$ cat config.mk
export PLATFORM = sky130hd
export DESIGN_NAME = intra_prediction_residual_unit_flat
export DESIGN_NICKNAME = d
export VERILOG_FILES = /design/src/ipr_pkg.sv /design/src/ipr_channels.sv /design/src/ipr_ref_store.sv /design/src/ipr_pix_calc.sv /design/src/intra_prediction_residual_unit.sv /design/src/flat_wrapper.sv
export VERILOG_INCLUDE_DIRS = /design/src /design/src/src
export SDC_FILE = /design/constraint.sdc
export NUM_CORES = 1
export LEC_CHECK = 0
export BUFFER_PORTS_ARGS = -buffer_cell sky130_fd_sc_hd__buf_2
export CAP_MARGIN = 20
export CELL_PAD_IN_SITES_DETAIL_PLACEMENT = 1
export CELL_PAD_IN_SITES_GLOBAL_PLACEMENT = 1
export CORE_MARGIN = 2
export CORE_UTILIZATION = 52
export CTS_CLUSTER_SIZE = 16
export DETAILED_ROUTE_END_ITERATION = 8
export PLACE_DENSITY = 0.92
export SLEW_MARGIN = 20
export SYNTH_ARGS = -nofsm -noshare
export SYNTH_HDL_FRONTEND = slang
export SYNTH_SLANG_ARGS = --single-unit
$ cat constraint.sdc
create_clock -name clk -period 12.73 [get_ports clk]
set_input_delay 2.546 -clock clk [delete_from_list [all_inputs] [get_ports clk]]
set_output_delay 2.546 -clock clk [all_outputs]
set_load 0.02 [all_outputs]
$ cat src/intra_prediction_residual_unit_assert.svh
// Assertion macros used by the intra prediction residual unit RTL.
`ifndef INTRA_PREDICTION_RESIDUAL_UNIT_ASSERT_SVH
`define INTRA_PREDICTION_RESIDUAL_UNIT_ASSERT_SVH

// Same-cycle implication, sampled on clk, off while rst_n is low.
`define IPR_ASSERT_IMP(lbl, ante, cons, msg) \
    lbl: assert property (@(posedge clk) disable iff (!rst_n) (ante) |-> (cons)) \
        else $error(msg);

// Next-cycle implication, sampled on clk, off while rst_n is low.
`define IPR_ASSERT_NXT(lbl, ante, cons, msg) \
    lbl: assert property (@(posedge clk) disable iff (!rst_n) (ante) |=> (cons)) \
        else $error(msg);

`endif

$ cat src/ipr_pkg.sv
// Shared types and constants for the intra prediction residual unit.
package ipr_pkg;

    localparam int SIZE_DEF   = 16;
    localparam int ACTION_W   = 2;
    localparam int IDX_W      = 5;
    localparam int POS_W      = 4;
    localparam int SAMPLE_W   = 9;
    localparam int VALUE_W    = 9;
    localparam int SSD_W      = 24;
    localparam int PIX_W      = 8;
    localparam int SQ_W       = 16;
    localparam int CFG_IDX_W  = 2;
    localparam int CFG_DATA_W = 2;

    localparam logic [PIX_W-1:0] REF_MISSING = 8'd128;
    localparam logic [PIX_W-1:0] PIX_MAX     = 8'd255;
    localparam logic [SSD_W-1:0] SSD_MAX     = 24'hFFFFFF;

    typedef enum logic [ACTION_W-1:0] {
        ACT_LOAD_TOP  = 2'd0,
        ACT_LOAD_LEFT = 2'd1,
        ACT_PREDICT   = 2'd2,
        ACT_RECON     = 2'd3
    } action_t;

    typedef enum logic [1:0] {
        MODE_VERT = 2'd0,
        MODE_HORZ = 2'd1,
        MODE_AVG  = 2'd2,
        MODE_DIAG = 2'd3
    } mode_t;

    typedef enum logic [CFG_IDX_W-1:0] {
        CFG_MODE       = 2'd0,
        CFG_TOP_AVAIL  = 2'd1,
        CFG_LEFT_AVAIL = 2'd2
    } cfg_reg_t;

    typedef enum logic [1:0] {
        PSEL_TOP  = 2'd0,
        PSEL_LEFT = 2'd1,
        PSEL_AVG  = 2'd2
    } pred_sel_t;

    // Per-pixel control carried from the lookup stage to the arithmetic stage.
    typedef struct packed {
        logic      recon;
        logic      first;
        logic      last;
        pred_sel_t sel;
        logic      top_ok;
        logic      left_ok;
    } pix_ctl_t;

endpackage

$ cat src/ipr_channels.sv
// Handshake channel interfaces: pixel requests, results, configuration writes.
interface ipr_pix_if import ipr_pkg::*; ();
    logic                       valid;
    logic                       ready;
    logic [ACTION_W-1:0]        action;
    logic [IDX_W-1:0]           ref_index;
    logic [POS_W-1:0]           row;
    logic [POS_W-1:0]           col;
    logic signed [SAMPLE_W-1:0] sample;
    logic                       first;
    logic                       last;

    modport source (output valid, action, ref_index, row, col, sample, first, last,
                    input ready);
    modport sink   (input valid, action, ref_index, row, col, sample, first, last,
                    output ready);
endinterface

interface ipr_res_if import ipr_pkg::*; ();
    logic                      valid;
    logic                      ready;
    logic signed [VALUE_W-1:0] value;
    logic [SSD_W-1:0]          ssd;
    logic                      ssd_valid;

    modport source (output valid, value, ssd, ssd_valid, input ready);
    modport sink   (input valid, value, ssd, ssd_valid, output ready);
endinterface

interface ipr_cfg_if import ipr_pkg::*; ();
    logic                  valid;
    logic                  ready;
    logic [CFG_IDX_W-1:0]  index;
    logic [CFG_DATA_W-1:0] data;

    modport source (output valid, index, data, input ready);
    modport sink   (input valid, index, data, output ready);
endinterface

$ cat src/ipr_ref_store.sv
// Top reference row and left reference column memories with registered reads.
module ipr_ref_store import ipr_pkg::*; #(
    parameter int SIZE = SIZE_DEF,
    localparam int TAW = $clog2(SIZE + 1),
    localparam int LAW = $clog2(SIZE)
) (
    input  logic             clk,
    input  logic             top_we,
    input  logic             left_we,
    input  logic [TAW-1:0]   wr_top_addr,
    input  logic [LAW-1:0]   wr_left_addr,
    input  logic [PIX_W-1:0] wr_data,
    input  logic             rd_en,
    input  logic [TAW-1:0]   rd_top_addr,
    input  logic [LAW-1:0]   rd_left_addr,
    output logic [PIX_W-1:0] rd_top,
    output logic [PIX_W-1:0] rd_left
);

    logic [PIX_W-1:0] top_mem [SIZE+1];
    logic [PIX_W-1:0] left_mem [SIZE];
    logic [PIX_W-1:0] rd_top_reg;
    logic [PIX_W-1:0] rd_left_reg;

    always_ff @(posedge clk)
    begin
        if (top_we)
        begin
            top_mem[wr_top_addr] <= wr_data;
        end
        if (left_we)
        begin
            left_mem[wr_left_addr] <= wr_data;
        end
    end

    always_ff @(posedge clk)
    begin
        if (rd_en)
        begin
            rd_top_reg  <= top_mem[rd_top_addr];
            rd_left_reg <= left_mem[rd_left_addr];
        end
    end

    assign rd_top  = rd_top_reg;
    assign rd_left = rd_left_reg;

endmodule

$ cat src/ipr_pix_calc.sv
// Prediction, residual or reconstruction, and saturating squared-error sum.
module ipr_pix_calc import ipr_pkg::*; (
    input  pix_ctl_t                   ctl,
    input  logic signed [SAMPLE_W-1:0] sample,
    input  logic [PIX_W-1:0]           rd_top,
    input  logic [PIX_W-1:0]           rd_left,
    input  logic [SSD_W-1:0]           ssd_sum,
    output logic signed [VALUE_W-1:0]  value,
    output logic [SSD_W-1:0]           ssd,
    output logic                       ssd_valid,
    output logic [SSD_W-1:0]           ssd_next
);

    logic [PIX_W-1:0]         t_val;
    logic [PIX_W-1:0]         l_val;
    logic [PIX_W:0]           tl_sum;
    logic [PIX_W-1:0]         pred;
    logic signed [VALUE_W:0]  samp_x;
    logic signed [VALUE_W:0]  pred_x;
    logic signed [VALUE_W:0]  diff;
    logic signed [VALUE_W:0]  recon_sum;
    logic signed [VALUE_W-1:0] resid;
    logic signed [VALUE_W-1:0] recon;
    logic signed [2*VALUE_W-1:0] prod;
    logic [SQ_W-1:0]          sq;
    logic [SSD_W-1:0]         base;
    logic [SSD_W:0]           acc;

    // Missing references read as mid-gray.
    assign t_val  = ctl.top_ok  ? rd_top  : REF_MISSING;
    assign l_val  = ctl.left_ok ? rd_left : REF_MISSING;
    assign tl_sum = {1'b0, t_val} + {1'b0, l_val};

    always_comb
    begin
        case (ctl.sel)
            PSEL_TOP:  pred = t_val;
            PSEL_LEFT: pred = l_val;
            PSEL_AVG:  pred = tl_sum[PIX_W:1];
            default:   pred = REF_MISSING;
        endcase
    end

    assign samp_x    = {sample[SAMPLE_W-1], sample};
    assign pred_x    = {2'b00, pred};
    assign diff      = samp_x - pred_x;
    assign recon_sum = samp_x + pred_x;

    // Residual saturates at -255; it cannot exceed +255.
    always_comb
    begin
        if (diff < -10'sd255)
        begin
            resid = -9'sd255;
        end
        else
        begin
            resid = diff[VALUE_W-1:0];
        end
    end

    always_comb
    begin
        if (recon_sum < 10'sd0)
        begin
            recon = '0;
        end
        else if (recon_sum > 10'sd255)
        begin
            recon = {1'b0, PIX_MAX};
        end
        else
        begin
            recon = recon_sum[VALUE_W-1:0];
        end
    end

    assign prod = resid * resid;
    assign sq   = prod[SQ_W-1:0];
    assign base = ctl.first ? '0 : ssd_sum;
    assign acc  = {1'b0, base} + (SSD_W+1)'(sq);

    assign ssd_next  = acc[SSD_W] ? SSD_MAX : acc[SSD_W-1:0];
    assign value     = ctl.recon ? recon : resid;
    assign ssd       = ctl.recon ? '0 : ssd_next;
    assign ssd_valid = !ctl.recon && ctl.last;

endmodule

$ cat src/intra_prediction_residual_unit.sv
// Intra prediction residual unit: top level.
// A pixel request is registered in stage 1 with its reference memory read, then in the output register.
// Throughput: one request per cycle unless the output stalls; memory read, then one multiply-accumulate.
// Reference loads give no result.
// Reset (rst_n low, async): clears handshake state, config registers, and the SSD sum;
// reference memories are not cleared.
module intra_prediction_residual_unit import ipr_pkg::*; #(
    parameter int SIZE = SIZE_DEF
) (
    input  logic      clk,
    input  logic      rst_n,
    ipr_pix_if.sink   pix_in,
    ipr_res_if.source res_out,
    ipr_cfg_if.sink   cfg
);

`include "intra_prediction_residual_unit_assert.svh"

    localparam int TAW = $clog2(SIZE + 1);
    localparam int LAW = $clog2(SIZE);

    // ------------------------------------------------------------------
    // Configuration registers. The user must write them only while the unit is idle; the unit does not enforce it.
    // ------------------------------------------------------------------
    mode_t mode_reg;
    logic  top_avail_reg;
    logic  left_avail_reg;

    assign cfg.ready = 1'b1;

    always_ff @(posedge clk or negedge rst_n)
    begin
        if (!rst_n)
        begin
            mode_reg       <= MODE_VERT;
            top_avail_reg  <= 1'b0;
            left_avail_reg <= 1'b0;
        end
        else if (cfg.valid)
        begin
            case (cfg_reg_t'(cfg.index))
                CFG_MODE:       mode_reg       <= mode_t'(cfg.data[1:0]);
                CFG_TOP_AVAIL:  top_avail_reg  <= cfg.data[0];
                CFG_LEFT_AVAIL: left_avail_reg <= cfg.data[0];
                default:        ;
            endcase
        end
    end

    // ------------------------------------------------------------------
    // Flow control. Stage 1 holds a pixel request whose references are
    // being read; the output register holds the finished result.
    // ------------------------------------------------------------------
    logic     s1_valid_reg;
    pix_ctl_t s1_ctl_reg;
    logic signed [SAMPLE_W-1:0] s1_sample_reg;
    logic     out_valid_reg;
    logic signed [VALUE_W-1:0] out_value_reg;
    logic [SSD_W-1:0] out_ssd_reg;
    logic     out_ssd_valid_reg;
    logic [SSD_W-1:0] ssd_sum_reg;

    logic     out_free;
    logic     s1_move;
    logic     accept;
    logic     is_pix;
    action_t  act;

    assign out_free     = !out_valid_reg || res_out.ready;
    assign s1_move      = s1_valid_reg && out_free;
    assign pix_in.ready = !s1_valid_reg || out_free;
    assign accept       = pix_in.valid && pix_in.ready;
    assign act          = action_t'(pix_in.action);
    assign is_pix       = (act == ACT_PREDICT) || (act == ACT_RECON);

    // ------------------------------------------------------------------
    // Reference addressing. Vertical/average read above the column,
    // horizontal/average left of the row; the diagonal walks back along
    // the down-right line to whichever edge it meets first.
    // ------------------------------------------------------------------
    logic [IDX_W-1:0] top_idx;
    logic [POS_W-1:0] left_idx;
    logic             top_in;
    logic             left_in;
    logic             below_diag;
    pix_ctl_t         ctl_next;

    assign below_diag = pix_in.row > pix_in.col;

    always_comb
    begin
        if (mode_reg == MODE_DIAG)
        begin
            top_idx  = IDX_W'(pix_in.col - pix_in.row);
            left_idx = pix_in.row - pix_in.col - POS_W'(1);
        end
        else
        begin
            top_idx  = IDX_W'(pix_in.col) + IDX_W'(1);
            left_idx = pix_in.row;
        end
    end

    assign top_in  = 32'(top_idx) <= SIZE;
    assign left_in = 32'(left_idx) < SIZE;

    always_comb
    begin
        ctl_next.recon   = (act == ACT_RECON);
        ctl_next.first   = pix_in.first;
        ctl_next.last    = pix_in.last;
        ctl_next.sel     = PSEL_TOP;
        ctl_next.top_ok  = 1'b0;
        ctl_next.left_ok = 1'b0;
        case (mode_reg)
            MODE_VERT:
            begin
                ctl_next.top_ok = top_avail_reg && top_in;
            end
            MODE_HORZ:
            begin
                ctl_next.sel     = PSEL_LEFT;
                ctl_next.left_ok = left_avail_reg && left_in;
            end
            MODE_AVG:
            begin
                ctl_next.sel     = PSEL_AVG;
                ctl_next.top_ok  = top_avail_reg && top_in;
                ctl_next.left_ok = left_avail_reg && left_in;
            end
            MODE_DIAG:
            begin
                // Needs both edges; otherwise flat mid-gray.
                if (top_avail_reg && left_avail_reg)
                begin
                    if (below_diag)
                    begin
                        ctl_next.sel     = PSEL_LEFT;
                        ctl_next.left_ok = left_in;
                    end
                    else
                    begin
                        ctl_next.top_ok = top_in;
                    end
                end
            end
            default:
            begin
                ctl_next.top_ok = 1'b0;
            end
        endcase
    end

    // ------------------------------------------------------------------
    // Reference memories. Loads clamp the sample to 0..255 and drop
    // indexes beyond the store.
    // ------------------------------------------------------------------
    logic [PIX_W-1:0] load_data;
    logic             top_we;
    logic             left_we;
    logic [PIX_W-1:0] rd_top;
    logic [PIX_W-1:0] rd_left;

    assign load_data = pix_in.sample[SAMPLE_W-1] ? '0 : pix_in.sample[PIX_W-1:0];
    assign top_we    = accept && (act == ACT_LOAD_TOP) && (32'(pix_in.ref_index) <= SIZE);
    assign left_we   = accept && (act == ACT_LOAD_LEFT) && (32'(pix_in.ref_index) < SIZE);

    ipr_ref_store #(
        .SIZE (SIZE)
    ) u_ref_store (
        .clk          (clk),
        .top_we       (top_we),
        .left_we      (left_we),
        .wr_top_addr  (TAW'(pix_in.ref_index)),
        .wr_left_addr (LAW'(pix_in.ref_index)),
        .wr_data      (load_data),
        .rd_en        (accept && is_pix),
        .rd_top_addr  (TAW'(top_idx)),
        .rd_left_addr (LAW'(left_idx)),
        .rd_top       (rd_top),
        .rd_left      (rd_left)
    );

    // Stage 1 control and payload, aligned with the registered memory read.
    always_ff @(posedge clk or negedge rst_n)
    begin
        if (!rst_n)
        begin
            s1_valid_reg <= 1'b0;
        end
        else if (accept && is_pix)
        begin
            s1_valid_reg <= 1'b1;
        end
        else if (s1_move)
        begin
            s1_valid_reg <= 1'b0;
        end
    end

    always_ff @(posedge clk)
    begin
        if (accept && is_pix)
        begin
            s1_ctl_reg    <= ctl_next;
            s1_sample_reg <= pix_in.sample;
        end
    end

    // ------------------------------------------------------------------
    // Arithmetic stage: prediction, residual/reconstruction, SSD.
    // ------------------------------------------------------------------
    logic signed [VALUE_W-1:0] calc_value;
    logic [SSD_W-1:0]          calc_ssd;
    logic                      calc_ssd_valid;
    logic [SSD_W-1:0]          ssd_sum_next;

    ipr_pix_calc u_pix_calc (
        .ctl       (s1_ctl_reg),
        .sample    (s1_sample_reg),
        .rd_top    (rd_top),
        .rd_left   (rd_left),
        .ssd_sum   (ssd_sum_reg),
        .value     (calc_value),
        .ssd       (calc_ssd),
        .ssd_valid (calc_ssd_valid),
        .ssd_next  (ssd_sum_next)
    );

    // Running sum only advances on predict requests.
    always_ff @(posedge clk or negedge rst_n)
    begin
        if (!rst_n)
        begin
            ssd_sum_reg <= '0;
        end
        else if (s1_move && !s1_ctl_reg.recon)
        begin
            ssd_sum_reg <= ssd_sum_next;
        end
    end

    // ------------------------------------------------------------------
    // Output register.
    // ------------------------------------------------------------------
    always_ff @(posedge clk or negedge rst_n)
    begin
        if (!rst_n)
        begin
            out_valid_reg <= 1'b0;
        end
        else if (s1_move)
        begin
            out_valid_reg <= 1'b1;
        end
        else if (res_out.ready)
        begin
            out_valid_reg <= 1'b0;
        end
    end

    always_ff @(posedge clk)
    begin
        if (s1_move)
        begin
            out_value_reg     <= calc_value;
            out_ssd_reg       <= calc_ssd;
            out_ssd_valid_reg <= calc_ssd_valid;
        end
    end

    assign res_out.valid     = out_valid_reg;
    assign res_out.value     = out_value_reg;
    assign res_out.ssd       = out_ssd_reg;
    assign res_out.ssd_valid = out_ssd_valid_reg;

    // ------------------------------------------------------------------
    // Assertions
    // ------------------------------------------------------------------
    `IPR_ASSERT_IMP(a_final_ssd_tracks_sum, res_out.valid && res_out.ssd_valid,
        res_out.ssd == ssd_sum_reg, "final ssd differs from the running sum")
    `IPR_ASSERT_IMP(a_stall_only_when_full, !pix_in.ready,
        s1_valid_reg && out_valid_reg && !res_out.ready, "input stalled with room free")
    `IPR_ASSERT_NXT(a_ssd_no_decrease, s1_move && !s1_ctl_reg.recon && !s1_ctl_reg.first,
        ssd_sum_reg >= $past(ssd_sum_reg), "ssd sum decreased without a first pixel")

endmodule
$ cat src/flat_wrapper.sv
// flat-port wrapper written by rule: the top's interface ports become plain ports
module intra_prediction_residual_unit_flat import ipr_pkg::*;
#(
    parameter int SIZE = SIZE_DEF
)
  (clk, rst_n, pix_in_valid, pix_in_action, pix_in_ref_index, pix_in_row, pix_in_col, pix_in_sample, pix_in_first, pix_in_last, pix_in_ready, res_out_valid, res_out_value, res_out_ssd, res_out_ssd_valid, res_out_ready, cfg_valid, cfg_index, cfg_data, cfg_ready);
  ipr_pix_if pix_in_i ();
  ipr_res_if res_out_i ();
  ipr_cfg_if cfg_i ();
  input  logic clk;
  input  logic rst_n;
  input wire logic [$bits(pix_in_i.valid)-1:0] pix_in_valid;
  input wire logic [$bits(pix_in_i.action)-1:0] pix_in_action;
  input wire logic [$bits(pix_in_i.ref_index)-1:0] pix_in_ref_index;
  input wire logic [$bits(pix_in_i.row)-1:0] pix_in_row;
  input wire logic [$bits(pix_in_i.col)-1:0] pix_in_col;
  input wire logic [$bits(pix_in_i.sample)-1:0] pix_in_sample;
  input wire logic [$bits(pix_in_i.first)-1:0] pix_in_first;
  input wire logic [$bits(pix_in_i.last)-1:0] pix_in_last;
  output wire logic [$bits(pix_in_i.ready)-1:0] pix_in_ready;
  output wire logic [$bits(res_out_i.valid)-1:0] res_out_valid;
  output wire logic [$bits(res_out_i.value)-1:0] res_out_value;
  output wire logic [$bits(res_out_i.ssd)-1:0] res_out_ssd;
  output wire logic [$bits(res_out_i.ssd_valid)-1:0] res_out_ssd_valid;
  input wire logic [$bits(res_out_i.ready)-1:0] res_out_ready;
  input wire logic [$bits(cfg_i.valid)-1:0] cfg_valid;
  input wire logic [$bits(cfg_i.index)-1:0] cfg_index;
  input wire logic [$bits(cfg_i.data)-1:0] cfg_data;
  output wire logic [$bits(cfg_i.ready)-1:0] cfg_ready;
  assign pix_in_i.valid = pix_in_valid;
  assign pix_in_i.action = pix_in_action;
  assign pix_in_i.ref_index = pix_in_ref_index;
  assign pix_in_i.row = pix_in_row;
  assign pix_in_i.col = pix_in_col;
  assign pix_in_i.sample = pix_in_sample;
  assign pix_in_i.first = pix_in_first;
  assign pix_in_i.last = pix_in_last;
  assign pix_in_ready = pix_in_i.ready;
  assign res_out_valid = res_out_i.valid;
  assign res_out_value = res_out_i.value;
  assign res_out_ssd = res_out_i.ssd;
  assign res_out_ssd_valid = res_out_i.ssd_valid;
  assign res_out_i.ready = res_out_ready;
  assign cfg_i.valid = cfg_valid;
  assign cfg_i.index = cfg_index;
  assign cfg_i.data = cfg_data;
  assign cfg_ready = cfg_i.ready;
  intra_prediction_residual_unit #(.SIZE(SIZE)) u_core (.clk(clk), .rst_n(rst_n), .pix_in(pix_in_i), .res_out(res_out_i), .cfg(cfg_i));
endmodule
After elaboration in Yosys (flattened, before gate mapping)
Memory sizes are Yosys's and may differ from the RTL's. A register that Yosys moved wholly into a read port is not among the register bits.
Index checks and enable logic that the tools add are counted.
W data, S select, Z words.
{"block": "totals", "ramBits": 264, "regBits": 80, "memories": 2, "out_inout_bits": 37}
{"block": "classes", "magnitude_cmp": 7, "eq_ne": 10, "n_mul": 1, "reduce_logical": 28, "add_sub_neg": 8, "muxes": 27}
{"memory": "u_core.u_ref_store.top_mem", "words": 17, "width": 8, "rd": 1, "rd_clocked_by_memory_dff": 1, "write_ports": 1, "line_no": "ipr_ref_store.sv:20", "text": "logic [PIX_W-1:0] top_mem [SIZE+1];"}
{"memory": "u_core.u_ref_store.left_mem", "words": 16, "width": 8, "rd": 1, "rd_clocked_by_memory_dff": 1, "write_ports": 1, "line_no": "ipr_ref_store.sv:21", "text": "logic [PIX_W-1:0] left_mem [SIZE];"}
{"cell": "$mux W24", "n": 2}
{"cell": "$mux W9", "n": 4}
{"cell": "$add A24 B16 Y25", "n": 1}
{"cell": "$mux W8", "n": 3}
{"cell": "$pmux W8 S3", "n": 1}
{"cell": "$mul A9 B9 Y16", "n": 1}
{"cell": "$eq A2 B2 Y1 const B", "n": 6}
{"cell": "$logic_and A1 B1 Y1", "n": 11}
{"cell": "$mux W1", "n": 11}
{"cell": "$add A9 B9 Y10", "n": 1}
{"cell": "$gt A10 B9 Y1 const B", "n": 1}
{"cell": "$le A5 B5 Y1 const B", "n": 2}
{"cell": "$lt A10 B1 Y1 const B", "n": 1}
{"cell": "$lt A10 B9 Y1 const B", "n": 1}
{"cell": "$sub A9 B9 Y10", "n": 1}
{"cell": "$add A8 B8 Y9", "n": 1}
{"cell": "$eq A2 B1 Y1 const B", "n": 4}
{"cell": "$logic_not A2 Y1", "n": 4}
{"cell": "$pmux W2 S3", "n": 1}
{"cell": "$reduce_and A2 Y1", "n": 3}
{"cell": "$add A4 B1 Y5 const B", "n": 1}
{"cell": "$lt A5 B5 Y1 const B", "n": 1}
{"cell": "$mux W5", "n": 1}
{"cell": "$sub A4 B4 Y5", "n": 1}
{"cell": "other kinds (10)", "n": 17}

Depth between registers and ports, before layout
Gate-level depths: netlist (run 1).
{"block": "depth", "word_depth": 9, "depth_mapped": 46, "mapped_depth_nobuf": 44}

Hierarchy
Synthesis (run 1) repeated with hierarchy kept, for this count alone.
{"block": "hier_totals", "hier_cells": 1364, "area_unflattened_um2": 19311.0}
{"mod": "ipr_ref_store", "cells_per_inst": 462, "area_per_inst_um2": 10761.6, "seq_area_each_um2": 8408.1, "instances": 1}
{"mod": "ipr_pix_calc", "cells_per_inst": 698, "area_per_inst_um2": 5316.3, "seq_area_each_um2": 0.0, "instances": 1}
{"mod": "intra_prediction_residual_unit", "cells_per_inst": 204, "area_per_inst_um2": 3233.1, "seq_area_each_um2": 2252.2, "instances": 1}

Worst setup path before layout (run 1)
No wires, ideal clock.
{"block": "synth_path", "path_type": "register to register", "from": "register u_core.s1_ctl_reg[1] (netlist name)", "to": "register u_core.out_ssd_reg[19] (netlist: u_core.res_out.ssd[19]) (data pin)", "setup_slack_ns": 3.278, "required_time_ns": 12.563, "arrival_ns": 9.285, "period_less_slack_ns": 9.452, "stages_incl_launch_ff": 43, "cell_sequence": "edfxtp_1 -> and2_1 -> ha_1 -> nor2b_1 -> o21ai_0 -> a21boi_0 -> o21ai_0 -> a21boi_0 -> o21a_1 -> o32a_1 -> ha_1 -> inv_1 -> a2bb2oi_1 -> a21boi_4 -> xnor2_2 -> nand2_1 -> nand2b_1 -> inv_1 -> (+7 left out) -> fa_1 -> inv_1 -> fa_1 -> inv_1 -> ha_1 -> inv_1 -> o21ai_0 -> a21oi_1 -> o21ai_0 -> or4_1 -> nand3_1 -> ha_1 -> a21o_1 -> a22o_1 -> a211oi_1 -> nor2_1 -> xnor2_1 -> a211oi_1"}
{"block": "synth_between", "elab_chain_len": 9}
{"element": "from (decl)", "line_no": "intra_prediction_residual_unit.sv:55", "text": "pix_ctl_t s1_ctl_reg;"}
{"element": "from (signal assigned)", "line_no": "intra_prediction_residual_unit.sv:205", "text": "s1_ctl_reg <= ctl_next;"}
{"element": "$mux W8 (*)", "line_no": "ipr_pix_calc.sv:30", "text": "assign t_val = ctl.top_ok ? rd_top : REF_MISSING;"}
{"element": "$add A8 B8 Y9", "line_no": "ipr_pix_calc.sv:32", "text": "assign tl_sum = {1'b0, t_val} + {1'b0, l_val};"}
{"element": "$pmux W8 S3 (*)", "line_no": "ipr_pix_calc.sv:36", "text": "case (ctl.sel)"}
{"element": "$sub A9 B9 Y10 (*)", "line_no": "ipr_pix_calc.sv:46", "text": "assign diff = samp_x - pred_x;"}
{"element": "$lt A10 B9 Y1", "line_no": "ipr_pix_calc.sv:52", "text": "if (diff < -10'sd255)"}
{"element": "$mux W9 (*)", "line_no": "ipr_pix_calc.sv:52"}
{"element": "$mul A9 B9 Y16 (*)", "line_no": "ipr_pix_calc.sv:78", "text": "assign prod = resid * resid;"}
{"element": "$add A24 B16 Y25 (*)", "line_no": "ipr_pix_calc.sv:81", "text": "assign acc = {1'b0, base} + (SSD_W+1)'(sq);"}
{"element": "$mux W24 (*)", "line_no": "ipr_pix_calc.sv:83", "text": "assign ssd_next = acc[SSD_W] ? SSD_MAX : acc[SSD_W-1:0];"}
{"element": "to (signal assigned)", "line_no": "intra_prediction_residual_unit.sv:267", "text": "out_ssd_reg <= calc_ssd;"}
{"element": "to (decl)", "line_no": "intra_prediction_residual_unit.sv:59", "text": "logic [SSD_W-1:0] out_ssd_reg;"}
Mark *: on every way between the ends. The rest lies on a longest branch, timed or not.
A chain may end at the register's enable or synchronous reset.

Worst setup path in the final report (run 1)
{"block": "layout_path", "from": "register u_core.s1_ctl_reg[1] (netlist name)", "to": "register u_core.out_ssd_reg[21] (netlist: u_core.res_out.ssd[21]) (data pin)"}
The elaborated chain is that of the path after synthesis.

==> results.json, run 1 <==
{
  "syn_avg_cell_area_um2": 12.3,
  "start_util_pct": 52.7,
  "ys_ff_latch": 360,
  "cp_num_buf_inv": 7,
  "cap_violations": 0,
  "synth.top_cell.area_share_pct": 51.5,
  "end_kind": "flop",
  "vias_per_cell": 6.20,
  "setup-tns-final_ns": 0,
  "clk_latency_ns": 0.57,
  "hold_viol": 0,
  "drc_errors": 0,
  "worst_path_most_repeated_cell": "inv_1",
  "critPathRequiredTime_ns": 13.05,
  "top_regs": "u_core.u_ref_store.top_mem x136, u_core.u_ref_store.left_mem x128",
  "largest_reg_flops": 136,
  "drt_iter0_markers": 1005,
  "area_growth_pct": 11.5,
  "grt.total_usage_pct": 28.1,
  "synth_edf_count": 330,
  "ys_top_cells_by_area": "edfxtp_1, fa_1, ha_1",
  "final.min_clock_period_ns": 10.87,
  "yosysSeqAreaShare_pct": 55.4,
  "dieWidth_um": 196,
  "cts_sinks": 360,
  "nets": 1815,
  "finalWirelength_um": 52800,
  "critPathSlowestCell": "fa_1",
  "dpl.hpwl_um": 34900,
  "cp_data_arrival_time_ns": 11.19,
  "critPathKind": "flop to flop",
  "post-route-period-util_pct": 85.4,
  "critical-path-top-delay-family": "adder cells",
  "final_common_cell": "edfxtp_1",
  "clock.fmax_mhz": 92.0,
  "wl_per_cell_um": 24.7,
  "fin_worst_skew_ns": 0.0264,
  "finalWeightedCongestion": 0.880,
  "synth-main-ff-cell": "edfxtp_1",
  "port_buffers": 70,
  "synth-warning-count": 0,
  "cts_buffer_depth": 3,
  "postCtsResizedCells": 0,
  "grt_max_degree": 66,
  "hold_path.class": "flop to flop",
  "tightest_slew_ns": 1.03,
  "slew_violations": 0,
  "synth_cell_types": 74,
  "critPathMaxStageDelay_ns": 0.55,
  "core_um2": 36500,
  "io_pins": 72,
  "slew_headroom_pct": 31.1,
  "syn-num-nets": 1741,
  "antenna_found_initial": 0,
  "grt_overflow": 0,
  "drtPass1Iterations": 5,
  "grt_pass1_wl_um": 82800,
  "cp-start-kind": "flop",
  "die_area_um2": 38600,
  "synthCells": 1567,
  "postCtsSetupRepairBufs": 0,
  "cts_made_buffers": 39,
  "ctsHoldBuffers": 0,
  "root_buffer": "clkbuf_16",
  "regMostFlops": "u_core.u_ref_store.top_mem",
  "finalSetupViolations": 0,
  "dr_total_vias": 13300,
  "htreeDepth": 2,
  "fp-row-count": 70,
  "cts_tree": "done",
  "fp.dieH_um": 196,
  "status": "complete, no violations",
  "yosys.area.top_type": "edfxtp_1",
  "mostFrequentLayoutCells": "edfxtp_1, nand2_1, nor2_1, inv_1, ha_1",
  "grt_pass1_vias": 14400,
  "rsz0062_at_grt": "no",
  "clk_pin_slew_ns": 0.06,
  "async_flop_share_pct": 8.33,
  "syn_area_um2": 19300,
  "crit_fanout": 9,
  "ant_nets": 0,
  "final_layout_size_suffix_gt1_share_pct": 14.1
}
==> cell usage after synthesis, types with 19 or more instances <==
master,instances
ha_1,84
nor2_1,130
inv_1,91
clkbuf_1,37
nand2b_1,20
o21ai_0,43
nor3_1,27
nor2b_1,47
a21oi_1,58
mux4_2,32
xnor2_1,35
dfrtp_1,30
a311oi_1,19
and3_1,22
nand3_1,51
a211oi_1,29
and2_1,20
fa_1,55
a31oi_1,23
edfxtp_1,330
nand2_1,181
==> worst reg2reg max path: cells and delay by family, from the launching register on <==
kind	cells	cell delay, ns
and+or+nand+nor	7	1.65
xor gates and xnor gates	2	0.30
DFF	1	0.50
buffers and inverters	7	0.54
AOI/OAI and AO/OA	16	3.65
adders and majority gates	9	3.99
==> routing by layer <==
metal / GRT usage, % / vias to the layer above / wire, um
met4: 10.3 / 0 / 1770
met1: 34.6 / 6741 / 20500
met5: 0 / - / 0
li1: - / 5869 / -
met3: 4.84 / 130 / 3110
met2: 49.9 / 528 / 27400
==> area by class of cell <==
type                            count  area (um^2)
Fill cell                        3662        15100
Sequential cell                   360        10700
Multi-Input combinational cell   1053         8000
Clock buffer                       52         1080
Tap cell                          468          586
Timing Repair Buffer               95          538
Inverter                           92          345
Clock inverter                     19          265
Antenna cell                        1         2.50
==> stage by stage <==
step | cell area, um^2 | hold WS [ns] | instances | utilization (%) | setup slack (ns)
2_1_floorplan | 19300 | 0.442 | 1567 | - | 3.28
3_3_place_gp | 20100 | 0.456 | 2068 | 55.1 | 2.52
3_5_place_dp | 20100 | 0.474 | 2068 | 55.1 | 2.07
4_1_cts | 21500 | 0.491 | 2139 | 58.8 | 1.93
5_1_grt | 21500 | 0.532 | 2139 | 58.8 | 0.966
6_report | 21500 | 0.493 | 2140 | 58.8 | 1.86
==> cell families after synthesis <==
| group | Yosys count | share of synthesized area, % |
|---|---|---|
| and+or+nand+nor | 541 | 13.2 |
| DFF | 360 | 55.4 |
| other | 1 | 0.0195 |
| xor gates and xnor gates | 51 | 2.36 |
| muxes | 59 | 5.31 |
| buffers and inverters | 154 | 3.33 |
| AOI/OAI and AO/OA | 262 | 9.20 |
| adders and majority gates | 139 | 11.2 |
==> path summary, 6_finish.rpt <==
check | start | slack (ns) | to | cells past startpoint
min reg2reg | u_core.ssd_sum_reg[3] | 0.49 | u_core.ssd_sum_reg[3] | 2
min in group asynchronous | rst_n | 2.05 | u_core.mode_reg[0] | 1
max in group asynchronous | rst_n | 10.19 | u_core.ssd_sum_reg[14] | 1
min | u_core.ssd_sum_reg[3] | 0.49 | u_core.ssd_sum_reg[3] | 2
max reg2reg | u_core.s1_ctl_reg[1] | 1.86 | u_core.res_out.ssd[21] | 41
max | u_core.s1_ctl_reg[1] | 1.86 | u_core.res_out.ssd[21] | 41
Power of run 1 is left out: the tool's default activity adds up to more than one toggle a clock period on the data nets, which glitch-free logic cannot reach.
==> run 2: changes to the inputs <==
==> constraint.sdc (replaced) <==
create_clock -name clk -period 10.3 [get_ports clk]
set_input_delay 2.06 -clock clk [delete_from_list [all_inputs] [get_ports clk]]
set_output_delay 2.06 -clock clk [all_outputs]
set_load 0.02 [all_outputs]
==> run 2 against run 1 <==
Compared with the run above: global-route usage rose by 1.4 points; design area rose by 2.4%; utilization rose by 1.4 points; die area did not move; via count rose by 3.8%; register-to-register slack got worse by 1.7 ns; first-iteration DRC count rose by 17%; non-clock buffer count rose by 33; largest cell class unchanged.
==> results.json, run 2 (synthesis gave the netlist of run 1 again) <==
{
  "dpl.cell_count": 2078,
  "fp-row-count": 70,
  "final.min_clock_period_ns": 10.12,
  "mostFrequentLayoutCells": "edfxtp_1, nand2_1, nor2_1, inv_1, ha_1",
  "critPathMaxStageDelay_ns": 0.54,
  "slew_headroom_pct": 31.3,
  "clk_pin_slew_ns": 0.06,
  "nets": 1849,
  "htreeDepth": 2,
  "grt_overflow": 0,
  "vias_per_cell": 6.33,
  "ant_nets": 0,
  "crit_fanout": 16,
  "clock.fmax_mhz": 98.9,
  "wl_per_cell_um": 26.4,
  "final_layout_size_suffix_gt1_share_pct": 18.4,
  "drtPass1Iterations": 5,
  "area_growth_pct": 14.2,
  "critPathSlowestCell": "fa_1",
  "slew_violations": 0,
  "fin_util_pct": 60.2,
  "finalSetupViolations": 0,
  "finalWeightedCongestion": 0.863,
  "top_regs": "u_core.u_ref_store.top_mem x136, u_core.u_ref_store.left_mem x128",
  "start_util_pct": 52.7,
  "io_pins": 72,
  "critPathKind": "flop to flop",
  "grt_pass1_vias": 14800,
  "fp.dieH_um": 196,
  "final_cells": 2174,
  "worst_path_most_repeated_cell": "inv_1",
  "grt_max_degree": 66,
  "critPathRequiredTime_ns": 10.59,
  "cts_made_buffers": 40,
  "end_kind": "flop",
  "cap_violations": 0,
  "hold_viol": 0,
  "antenna_found_initial": 1,
  "port_buffers": 70,
  "fin_worst_skew_ns": 0.0206,
  "tightest_slew_ns": 1.03,
  "clk_latency_ns": 0.57,
  "grt_pass1_wl_um": 86200,
  "cts_buffer_depth": 3,
  "largest_reg_flops": 136,
  "critical-path-top-delay-family": "adder cells",
  "hold_path.class": "flop to flop",
  "dpl-instance-area_um2": 20200,
  "die_area_um2": 38600,
  "cp_num_buf_inv": 10,
  "grt.total_usage_pct": 29.5,
  "ctsHoldBuffers": 0,
  "finalWirelength_um": 57300,
  "cp_data_arrival_time_ns": 10.41,
  "dr_total_vias": 13800,
  "cp-start-kind": "flop",
  "post-route-period-util_pct": 98.2,
  "drt_iter0_markers": 1180,
  "dpl.hpwl_um": 36200,
  "dieWidth_um": 196,
  "cts_sinks": 360,
  "root_buffer": "clkbuf_16",
  "n_fill_cell": 3584,
  "drc_errors": 0,
  "regMostFlops": "u_core.u_ref_store.top_mem",
  "postLayoutCellArea_um2": 22000,
  "status": "complete, no violations",
  "final_common_cell": "edfxtp_1",
  "core_um2": 36500,
  "cts_tree": "done"
}
## run 2: per-layer routing
metal / GRT usage, % / vias up / wire (um)
met5: 0 / - / 13
met4: 12.0 / 2 / 2530
met3: 4.64 / 175 / 3620
met2: 53.3 / 678 / 30000
met1: 35.3 / 6995 / 21200
li1: - / 5921 / -
## run 2: layout make-up
| class | count | area (um^2) | area share, % |
|---|---|---|---|
| Sequential cell | 360 | 10700 | 48.5 |
| Multi-Input combinational cell | 1053 | 8260 | 37.6 |
| Clock buffer | 47 | 1060 | 4.81 |
| Timing Repair Buffer | 128 | 786 | 3.57 |
| Tap cell | 468 | 586 | 2.66 |
| Inverter | 92 | 353 | 1.60 |
| Clock inverter | 25 | 282 | 1.28 |
| Antenna cell | 1 | 2.50 | 0.0114 |
## run 2: through the flow
step                      hold slack [ns]  setup WS [ns]  TNS (ns)
after global placement              0.453          0.369         0
after CTS                           0.512         0.0220         0
after global routing                0.534         -0.251     -7.50
after detailed placement            0.481         -0.335     -3.59
final                               0.509          0.184         0
after floorplan                     0.442          0.848         0
## run 2: repair_timing
item / CTS / global route
setup endpoints to repair: 48 / 48
gates resized for setup: 14 / 47
pin swaps: 2 / 13
buffers inserted: 7 / 16
## run 2: worst register-to-register path, delay by kind of cell (launching register included)
kind | cells | cell delay, ns
adder cells (fa/ha/maj) | 9 | 4.11
AO/OA/AOI/OAI | 12 | 2.39
AND/OR/NAND/NOR | 11 | 1.77
buffers and inverters | 10 | 0.98
flip-flops | 1 | 0.42
XOR/XNOR | 1 | 0.13
## run 2: path summary, 6_finish.rpt
path	from	cells past startpoint	slack, ns	to
worst min register to register	u_core.ssd_sum_reg[11]	2	0.51	u_core.ssd_sum_reg[11]
max in group asynchronous	rst_n	1	8.24	u_core.ssd_sum_reg[22]
worst max-delay path	u_core.s1_ctl_reg[1]	43	0.18	u_core.res_out.ssd[8]
worst max register to register	u_core.s1_ctl_reg[1]	43	0.18	u_core.res_out.ssd[8]
min in group asynchronous	rst_n	1	1.58	u_core.ssd_sum_reg[0]
worst min-delay path	u_core.ssd_sum_reg[11]	2	0.51	u_core.ssd_sum_reg[11]
Power of run 2 is left out for the same reason.
==> run 3: changes to the inputs <==
--- a/config.mk
+++ b/config.mk
@@ -15,6 +15,7 @@
 export CTS_CLUSTER_SIZE = 16
 export DETAILED_ROUTE_END_ITERATION = 8
 export PLACE_DENSITY = 0.92
+export RECOVER_POWER = 25
 export SLEW_MARGIN = 20
 export SYNTH_ARGS = -nofsm -noshare
 export SYNTH_HDL_FRONTEND = slang
==> run 3 against run 2 <==
Compared with the run above: the flow now finishes with violations (capacitance limit, slew limit); fmax barely moved; clock-buffer cell count unchanged; first-iteration DRC count barely moved; non-clock buffer count unchanged; die area did not move; via count fell by 0.28%; clock skew up 0.00097 ns; design area decreased by 0.15%; largest cell class unchanged.
==> results.json, run 3 (synthesis gave the netlist of run 1 again) <==
{
  "cp-start-kind": "flop",
  "clk_pin_slew_ns": 0.06,
  "antenna_found_initial": 1,
  "grt.met1_usage_pct": 35.3,
  "grtUsageMet2_pct": 53.3,
  "pre_cts_ws_ns": -0.335,
  "grt_pass1_wl_um": 86200,
  "final_layout_size_suffix_gt1_share_pct": 17.5,
  "area_growth_pct": 14.0,
  "dpl.cell_count": 2078,
  "cts_tree": "done",
  "htreeDepth": 2,
  "drt_iter0_markers": 1181,
  "finalWeightedCongestion": 0.863,
  "reg2reg_depth": 43,
  "final_common_cell": "edfxtp_1",
  "mostFrequentLayoutCells": "edfxtp_1, nand2_1, nor2_1, inv_1, ha_1",
  "ant_nets": 0,
  "fp-row-count": 70,
  "slew_headroom_pct": -27.7,
  "finalWirelength_um": 57300,
  "finalSetupViolations": 0,
  "die_area_um2": 38600,
  "worst_path_most_repeated_cell": "inv_1",
  "clock.fmax_mhz": 98.8,
  "drtPass1Iterations": 6,
  "whs_path_depth": 2,
  "fin_ws_ns": 0.178,
  "fp.dieH_um": 196,
  "hold_viol": 0,
  "top_regs": "u_core.u_ref_store.top_mem x136, u_core.u_ref_store.left_mem x128",
  "grt_max_degree": 66,
  "clk_latency_ns": 0.57,
  "grt_pass1_vias": 14800,
  "critPathRequiredTime_ns": 10.59,
  "dieWidth_um": 196,
  "core_um2": 36500,
  "nets": 1849,
  "n_fill_cell": 3592,
  "hold_path.class": "flop to flop",
  "wl_per_cell_um": 26.3,
  "end_kind": "flop",
  "cts_sinks": 360,
  "io_pins": 72,
  "cp_data_arrival_time_ns": 10.42,
  "dr_total_vias": 13700,
  "final.min_clock_period_ns": 10.12,
  "tightest_slew_ns": 1.92,
  "critPathSlowestCell": "fa_1",
  "start_util_pct": 52.7,
  "r2r_slack_ns": 0.18,
  "dpl.hpwl_um": 36200,
  "use_met3_pct": 4.64,
  "violations": "capacitance limit, slew limit",
  "root_buffer": "clkbuf_16",
  "cts_made_buffers": 40,
  "slew_violations": 235,
  "largest_reg_flops": 136,
  "vias_per_cell": 6.32,
  "fin_hold_ws_ns": 0.503,
  "final_cells": 2174,
  "fin_worst_skew_ns": 0.0216,
  "grt-busiest-layer": "met2",
  "critPathMaxStageDelay_ns": 0.54,
  "grt_overflow": 0,
  "grt.total_usage_pct": 29.5,
  "port_buffers": 70,
  "cap_violations": 7,
  "post-route-period-util_pct": 98.3,
  "status": "finished with violations",
  "cts_buffer_depth": 3,
  "drc_errors": 0,
  "critPathKind": "flop to flop",
  "regMostFlops": "u_core.u_ref_store.top_mem",
  "crit_fanout": 16
}
## run 3: cell types whose count changed in the layout (fill, tap and decap cells not counted)
cell,before,now
buf_4,58,52
clkbuf_1,4,19
buf_2,70,61
## run 3: repair_timing
item | in CTS | in global routing
gates resized for setup | 14 | 47
cloned | 0 | 0
pin swaps | 2 | 13
hold buffers | 0 | 0
endpoints found under the setup margin | 48 | 48
buffers inserted | 7 | 16
## run 3: cell type report
| type | count | area, um^2 | share of cell area [%] |
|---|---|---|---|
| Sequential cell | 360 | 10700 | 48.6 |
| Multi-Input combinational cell | 1053 | 8260 | 37.6 |
| Clock buffer | 47 | 1060 | 4.82 |
| Timing Repair Buffer | 128 | 752 | 3.43 |
| Tap cell | 468 | 586 | 2.67 |
| Inverter | 92 | 353 | 1.61 |
| Clock inverter | 25 | 282 | 1.28 |
| Antenna cell | 1 | 2.50 | 0.0114 |
## run 3: worst paths after layout
check,from,to
max,u_core.s1_ctl_reg[1],u_core.res_out.ssd[8]
min,u_core.ssd_sum_reg[8],u_core.ssd_sum_reg[8]
max reg2reg,u_core.s1_ctl_reg[1],u_core.res_out.ssd[8]
min reg2reg,u_core.ssd_sum_reg[8],u_core.ssd_sum_reg[8]
max in group asynchronous,rst_n,u_core.ssd_sum_reg[22]
min in group asynchronous,rst_n,u_core.ssd_sum_reg[0]
## run 3: critical path, delay by kind of cell, from the launching register on
kind	cells	cell delay (ns)
flops	1	0.42
fa+ha+maj	9	4.14
buf+inv	10	0.98
compound gates	12	2.39
simple gates	11	1.76
xor+xnor	1	0.13
## run 3: metal layers
layer | up-vias | wire length, um
li1 | 5920 | -
met1 | 6978 | 21400
met2 | 656 | 30000
met3 | 176 | 3340
met4 | 2 | 2520
met5 | - | 13
## run 3: per-stage QoR
stage               setup TNS [ns]  utilization [%]  area [um^2]
detailed placement           -3.59             55.3        20200
global route                 -7.50             60.1        22000
floorplan                        0                -        19300
global placement                 0             55.3        20200
finish                           0             60.1        22000
CTS                              0             59.3        21600
Power of run 3 is left out for the same reason.
